===== src/rtl/mbrs_pkg.sv =====
// Shared types, codes and the CRC-16/MODBUS byte step for the Modbus RTU slave responder.
// Has no dependencies. Every module in rtl/ imports it.
package mbrs_pkg;

    typedef enum logic [2:0] {
        OP_SEND  = 3'd0,
        OP_RECV  = 3'd1,
        OP_OPEN  = 3'd2,
        OP_CLOSE = 3'd3,
        OP_POKE  = 3'd4,
        OP_PEEK  = 3'd5
    } op_t;

    typedef struct packed {
        op_t         op;
        logic [7:0]  fbyte;
        logic        flast;
        logic [15:0] addr;
        logic [15:0] value;
    } item_t;

    typedef struct packed {
        logic pop;
        logic clearing;
    } back_ctl_t;

    typedef enum logic [3:0] {
        S_CLEAR,
        S_IDLE,
        S_EXEC,
        S_POP,
        S_PEEK,
        S_SERVE,
        S_EMIT,
        S_RD_ADDR,
        S_RD_HI,
        S_RD_LO,
        S_WM_RD,
        S_WM_LO,
        S_WM_WR,
        S_CRC_LO,
        S_CRC_HI,
        S_RESULT
    } state_t;

    localparam logic [2:0] ST_OK        = 3'd0;
    localparam logic [2:0] ST_CLOSED    = 3'd1;
    localparam logic [2:0] ST_SHORT     = 3'd2;
    localparam logic [2:0] ST_BAD_FN    = 3'd3;
    localparam logic [2:0] ST_COUNT_ERR = 3'd4;
    localparam logic [2:0] ST_RANGE     = 3'd5;
    localparam logic [2:0] ST_DLT645    = 3'd6;

    localparam logic [7:0] FN_READ_HOLD  = 8'h03;
    localparam logic [7:0] FN_READ_INPUT = 8'h04;
    localparam logic [7:0] FN_WRITE_ONE  = 8'h06;
    localparam logic [7:0] FN_WRITE_MANY = 8'h10;
    localparam logic [7:0] DLT_START     = 8'h68;

    localparam logic [15:0] CRC_INIT = 16'hFFFF;
    localparam logic [15:0] CRC_POLY = 16'hA001;

    function automatic logic [15:0] crc16_byte(input logic [15:0] crc, input logic [7:0] b);
        logic [15:0] x;
        x = crc ^ {8'h00, b};
        for (int i = 0; i < 8; i++)
        begin
            x = x[0] ? ((x >> 1) ^ CRC_POLY) : (x >> 1);
        end
        return x;
    endfunction

endpackage


===== src/rtl/mbrs_front.sv =====
// Front end: accepts input items, classifies the action and queues them for the back end.
// Depends on mbrs_pkg.
module mbrs_front (
    input  logic              clk,
    input  logic              rst_n,
    input  logic              in_valid,
    output logic              in_stall,
    input  logic [2:0]        action,
    input  logic [7:0]        frame_byte,
    input  logic              frame_last,
    input  logic [15:0]       reg_address,
    input  logic [15:0]       reg_value,
    input  mbrs_pkg::back_ctl_t ctl,
    output logic              q_valid,
    output mbrs_pkg::item_t   q_item
);
    import mbrs_pkg::*;

    item_t      q_reg [2];
    logic       wp_reg, rp_reg;
    logic [1:0] cnt_reg;
    logic       known_op;
    logic       push;
    item_t      in_item;

    // Unused action codes are swallowed here and never reach the back end.
    always_comb
    begin
        unique case (action) inside
            OP_SEND, OP_RECV, OP_OPEN, OP_CLOSE, OP_POKE, OP_PEEK: known_op = 1'b1;
            default: known_op = 1'b0;
        endcase
    end

    assign in_item  = '{op: op_t'(action), fbyte: frame_byte, flast: frame_last,
                       addr: reg_address, value: reg_value};
    assign in_stall = (cnt_reg == 2'd2) || ctl.clearing;
    assign push     = in_valid && !in_stall && known_op;
    assign q_valid  = (cnt_reg != 2'd0);
    assign q_item   = q_reg[rp_reg];

    always_ff @(posedge clk or negedge rst_n)
    begin
        if (!rst_n)
        begin
            wp_reg  <= 1'b0;
            rp_reg  <= 1'b0;
            cnt_reg <= 2'd0;
        end
        else
        begin
            if (push)
                wp_reg <= ~wp_reg;
            if (ctl.pop)
                rp_reg <= ~rp_reg;
            if (push && !ctl.pop)
                cnt_reg <= cnt_reg + 2'd1;
            else if (!push && ctl.pop)
                cnt_reg <= cnt_reg - 2'd1;
        end
    end

    always_ff @(posedge clk)
    begin
        if (push)
            q_reg[wp_reg] <= in_item;
    end

endmodule


===== config.mk =====
export PLATFORM = sky130hd
export DESIGN_NAME = mbrs_front
export DESIGN_NICKNAME = d
export VERILOG_FILES = /design/src/rtl/mbrs_pkg.sv /design/src/rtl/mbrs_front.sv
export SDC_FILE = /design/constraint.sdc
export NUM_CORES = 1
export LEC_CHECK = 0
export BUFFER_PORTS_ARGS = -buffer_cell sky130_fd_sc_hd__buf_4
export CAP_MARGIN = 5
export CELL_PAD_IN_SITES_DETAIL_PLACEMENT = 1
export CELL_PAD_IN_SITES_GLOBAL_PLACEMENT = 1
export CORE_ASPECT_RATIO = 0.7
export CORE_MARGIN = 1
export CORE_UTILIZATION = 30
export CTS_BUF_LIST = sky130_fd_sc_hd__clkbuf_16
export CTS_CLUSTER_SIZE = 25
export DETAILED_ROUTE_END_ITERATION = 12
export HOLD_SLACK_MARGIN = 0.06
export MAX_ROUTING_LAYER = met4
export PLACE_DENSITY_LB_ADDON = 0.1
export SLEW_MARGIN = 20
export SYNTH_ARGS = -nofsm -noshare
export SYNTH_HDL_FRONTEND = slang
export SYNTH_SLANG_ARGS = --single-unit

===== constraint.sdc =====
create_clock -name clk -period 4.1 [get_ports clk]
set_input_delay 0.205 -clock clk [delete_from_list [all_inputs] [get_ports clk]]
set_output_delay 0.205 -clock clk [all_outputs]
set_load 0.01 [all_outputs]

* Word-level counts from Yosys, hierarchy flattened
Memory sizes are Yosys's and may differ from the RTL's.
Cells that the tools add are included.
W data, S select, Z words.
** Storage, ports and cells
- Word-level logic and storage cells :: 31
- Memories :: 1
- Input bits :: 49
- Register bits :: 4
- Output and inout bits :: 46
- Bits in writable memories :: 88
** Cells by class
- Mux-type cells :: 5
- Bitwise gates (word level) :: 2
- Reductions and logical operators :: 12
- Equality and inequality tests :: 6
- $add $sub $neg :: 2
** Memory list
- q_reg :: words 2, bits a word 44, read ports 1, clocked after memory_dff 0, wr ports 1, RTL line mbrs_front.sv:19 : item_t q_reg [2];
** Operators with widths (count)
- $eq A3 B2 Y1 const B :: 2
- $eq A3 B3 Y1 const B :: 2
- $reduce_or A6 Y1 :: 1
- $logic_and A1 B1 Y1 :: 4
- $mux W2 :: 2
- $reduce_bool A2 Y1 :: 2
- $eq A3 B1 Y1 const B :: 1
- $logic_not A1 Y1 :: 3
- $logic_not A3 Y1 :: 1
- $mux W1 :: 3
- $add A2 B1 Y2 const B :: 1
- $eq A2 B2 Y1 const B :: 1
- $not A1 Y1 :: 2
- $sub A2 B1 Y2 const B :: 1
- $logic_or A1 B1 Y1 :: 1

* Logic depth before layout (Yosys ltp)
- Depth in word-level cells :: 9
- Gate-level depth with buffers :: 6
- Mapped depth without buffers :: 6

* Worst setup path before layout
No wires, ideal clock.
- Path kind :: flip-flop to flip-flop
- Start :: register cnt_reg[0]
- End :: memory q_reg[0][0] in the netlist's numbering, enable pin
- Path buffers :: 0
- Data arrival time :: 3.740 ns
- Period minus slack after synthesis :: 4.240 ns
- Stages on the path, launching flop included :: 4
- Data required time :: 3.600 ns
- Setup time :: 0.500 ns
- Slack :: -0.140 ns
- Cell sequence :: dfrtp_1 > inv_2 > a21o_1 > nor3_1
** Between the ends
- Cells in the longest elaborated chain, start to end :: 7
** Ends and longest elaborated chain
- start, declared :: RTL line mbrs_front.sv:21 : logic [1:0] cnt_reg;
- start signal, assigned :: RTL line mbrs_front.sv:57 : cnt_reg <= cnt_reg + 2'd1;
- start signal, assigned :: RTL line mbrs_front.sv:59 : cnt_reg <= cnt_reg - 2'd1;
- $eq A2 B2 Y1 :: RTL line mbrs_front.sv:37 : assign in_stall = (cnt_reg == 2'd2) || ctl.clearing;
- $logic_or A1 B1 Y1 :: RTL line mbrs_front.sv:37
- named net in_stall :: RTL line mbrs_front.sv:7 : output logic in_stall,
- $logic_not A1 Y1 :: RTL line mbrs_front.sv:38 : assign push = in_valid && !in_stall && known_op;
- $logic_and A1 B1 Y1 (2 in series) :: RTL line mbrs_front.sv:38
- $mux W1 :: RTL line mbrs_front.sv:65 : if (push)
- $mux W1 (implied by the code) :: RTL line mbrs_front.sv:66 : q_reg[wp_reg] <= in_item;
- end, declared :: RTL line mbrs_front.sv:19
The timed path passes the listed nets, and every way through them passes these cells.

* Worst setup path in the final report
- Start :: input action[2]
- End :: memory q_reg[1][31] in the netlist's numbering, enable pin
** Between the ends
- Cells in the longest elaborated chain, start to end :: 6
- Elaborated cells on any way between the ends :: 11
- Classes of those cells :: eq/ne (5); mux (3); reduce/logical (3)
** Ends and longest elaborated chain
- start, declared :: RTL line mbrs_front.sv:8 : input logic [2:0] action,
- $eq A3 B1 Y1 (no line), or another cell as far along
- $reduce_or A6 Y1 (*) :: RTL line mbrs_front.sv:29 : unique case (action) inside
- $mux W1 (*) :: RTL line mbrs_front.sv:29
- $logic_and A1 B1 Y1 (*) :: RTL line mbrs_front.sv:38
- $mux W1 (*) :: RTL line mbrs_front.sv:65
- $mux W1 (implied by the code) (*) :: RTL line mbrs_front.sv:66
Mark *: on every way between the ends. The rest lies on a longest branch, timed or not.

==> impl_metrics.toml <==
[run_status]
outcome = "finished, final reports clean"

[detailed_routing]
wirelength_mm = 7.10
drtIter0Drc = 68
wl_per_cell_um = 15.4
drcViolationCount = 0
firstDrtPassIters = 4
ant_nets = 0
num_vias = 1897
vias_per_cell = 4.11

[critical_path]
critPathMaxFanout = 31
crit_type = "input port to register"
reg2reg_depth = 4
worstPathRequired_ps = 4120
r2r-start = "cnt_reg[0]"
critPathLaunchType = "input port"
timing.rr.end = "q_reg[1][31]"
r2r_slack_ps = 1890
cp.arrival_ps = 2480
endpoint_kind = "register"

[synthesis]
avgSynthCellArea_um2 = 21.8
synth-xor-area-share_pct = 1.29
synth_top_family_by_area = "multiplexers"
synthSimpleGateAreaFrac_pct = 0.662
ys_types = 17
syn_inst = 156
muxShareOfSynthArea_pct = 14.6
ys_ff_latch = 92
netlist_area_mm2 = 0.00340
yosysWarnings = 0
yosysSeqAreaShare_pct = 80.6
synth_compound_area_share_pct = 1.29
synth_nets = 206
synth_fa_ha_area_share_pct = 0.368

[clock_tree]
cts_tree = "done"
root_buffer = "clkbuf_16"
clock-sinks = 92
clk_path_buf_depth = 2
h-tree-depth = 3
cts_made_buffers = 9
clkLatencyLatePin_ps = 330
cts.repair.resized = 0
clk_pin_slew_ps = 60
post_cts_buffers = 0

[global_routing]
antenna_found_initial = 0
track_usage_pct = 13.6
met3_usage_pct = 5.01
grt_max_degree = 46
grt_pass1_vias = 2163
grtUsageMet2_pct = 21.3
grt_pass1_wl_mm = 11.3
overflow = 0
grt_busiest_layer = "met2"
use_met1_pct = 15.9

[worst_hold_path]
min_to = "q_reg[1][42]"
min_path_cells = 1
hp-start = "action[1]"
hold_path.class = "input port to register"

[power]
fin_total_pwr_w = 0.00286
max-vdd-ir-drop_uv = 260
cellPowerDensity_mw_per_mm2 = 566
leakage_nw = 1.89

[timing]
grt_setup_unrepaired = "no"
skew_ps = 7.56
relSlewSlack_pct = 46.0
setup_viol = 0
layout_min_cycle_time_ps = 2460
finalCritPeriodShare_pct = 60.1
worst_pin_slew_ps = 809
final_max_slew_viol_count = 0
fin_tns_setup_ps = 0
finalHoldViolCount = 0
fmax_mhz = 406

[cells_and_area]
num_antenna_cells = 0
largest_reg_flops = 88
mostFrequentLayoutCells = "buf_4, edfxtp_1, dlygate4sd3_1"
nets = 353
fillers = 1063
synthToLayoutAreaGrowth_pct = 48.5
layout-drive-gt1-share_pct = 51.9
final_common_cell = "buf_4"

[placed_design]
finalWeightedCongestion = 0.642
io_buffer_count = 94
dpl.hpwl_mm = 4.33

[die]
rows = 32
start_util_pct = 30.9
dieHeight_um = 91.1
die_w_um = 129
dieArea_mm2 = 0.0118
core-area_mm2 = 0.0110
ioPinCount = 95

[job]
max_cap_violations = 0
[stage by stage]
step                hold slack, ps  cell area, um2  cells  utilization [%]  worst slack (ps)
floorplan                    -90.6            3410    156                -              1220
detailed placement            9.56            4290    400             39.0              1790
CTS                           62.4            5050    461             45.9              1610
global route                  63.7            5050    461             45.9              1510
global placement              10.9            4290    400             39.0              1810
finish                        78.4            5050    461             45.9              1640
[worst max-delay path by stage]
| stage | startpoint | endpoint | cells past startpoint | slack (ps) |
|---|---|---|---|---|
| floorplan | cnt_reg[0] | q_reg[0][0] | 3 | 1220 |
| global placement | action[1] | q_reg[1][9] | 5 | 1810 |
| detailed placement | action[1] | q_reg[1][24] | 5 | 1790 |
| CTS | action[2] | q_reg[1][37] | 6 | 1610 |
| global route | action[2] | q_reg[1][31] | 6 | 1510 |
| finish | action[2] | q_reg[1][31] | 6 | 1640 |
[final cells by class]
cell class | count | area, um2 | area share (%)
well taps | 153 | 191 | 3.79
repair buffers | 141 | 1170 | 23.2
flip-flops and latches | 92 | 2750 | 54.3
inverters | 2 | 7.51 | 0.149
clock inverters | 7 | 83.8 | 1.66
clock buffers | 9 | 225 | 4.46
multi-input cells | 57 | 629 | 12.5
[cell usage after synthesis]
library cell,count,area share [%]
a21bo_4,1,0.48
edfxtp_1,88,78
a211oi_4,1,0.59
mux2_2,44,15
or2_2,1,0.18
nor3_1,1,0.15
xor2_1,4,1.0
nor2_1,1,0.11
a21o_1,1,0.22
buf_4,4,0.88
dfrtp_1,4,2.9
ha_1,1,0.37
buf_2,1,0.15
inv_1,1,0.11
xnor2_1,1,0.26
inv_2,1,0.11
and2_2,1,0.22
[per-layer routing]
layer  part of all wire (%)  routed length [um]  vias up
met2                     47                3340       61
li1                       -                   -      900
met5                      0                   0        -
met1                     45                3230      926
met4                    1.3                  95        0
met3                    6.0                 429       10
[power by group]
group | internal (W) | switching (W) | total [W]
logic | 0.000439 | 0.000287 | 0.000727
registers | 0.00115 | 0.000133 | 0.00128
clock network | 0.000526 | 0.000324 | 0.000850
total | 0.00211 | 0.000745 | 0.00286
[critical path, cell delays in order]
cell,delay (ps)
dlygate4sd3_1,550
buf_4,150
a21bo_4,220
a211oi_4,260
and2_2,730
buf_4,370
[what timing repair did]
item                       4_1_cts  5_1_grt
setup endpoints to repair        0        0
hold buffers                    45        0
hold endpoints to repair        91        0
[kinds of logic after synthesis]
logic type	count (synthesis)
xor gates and xnor gates	5
muxes	44
and+or+nand+nor	4
DFF	92
adders and majority gates	1
buffers and inverters	7
AOI/OAI and AO/OA	3
Power figures use the tool's default switching activity.
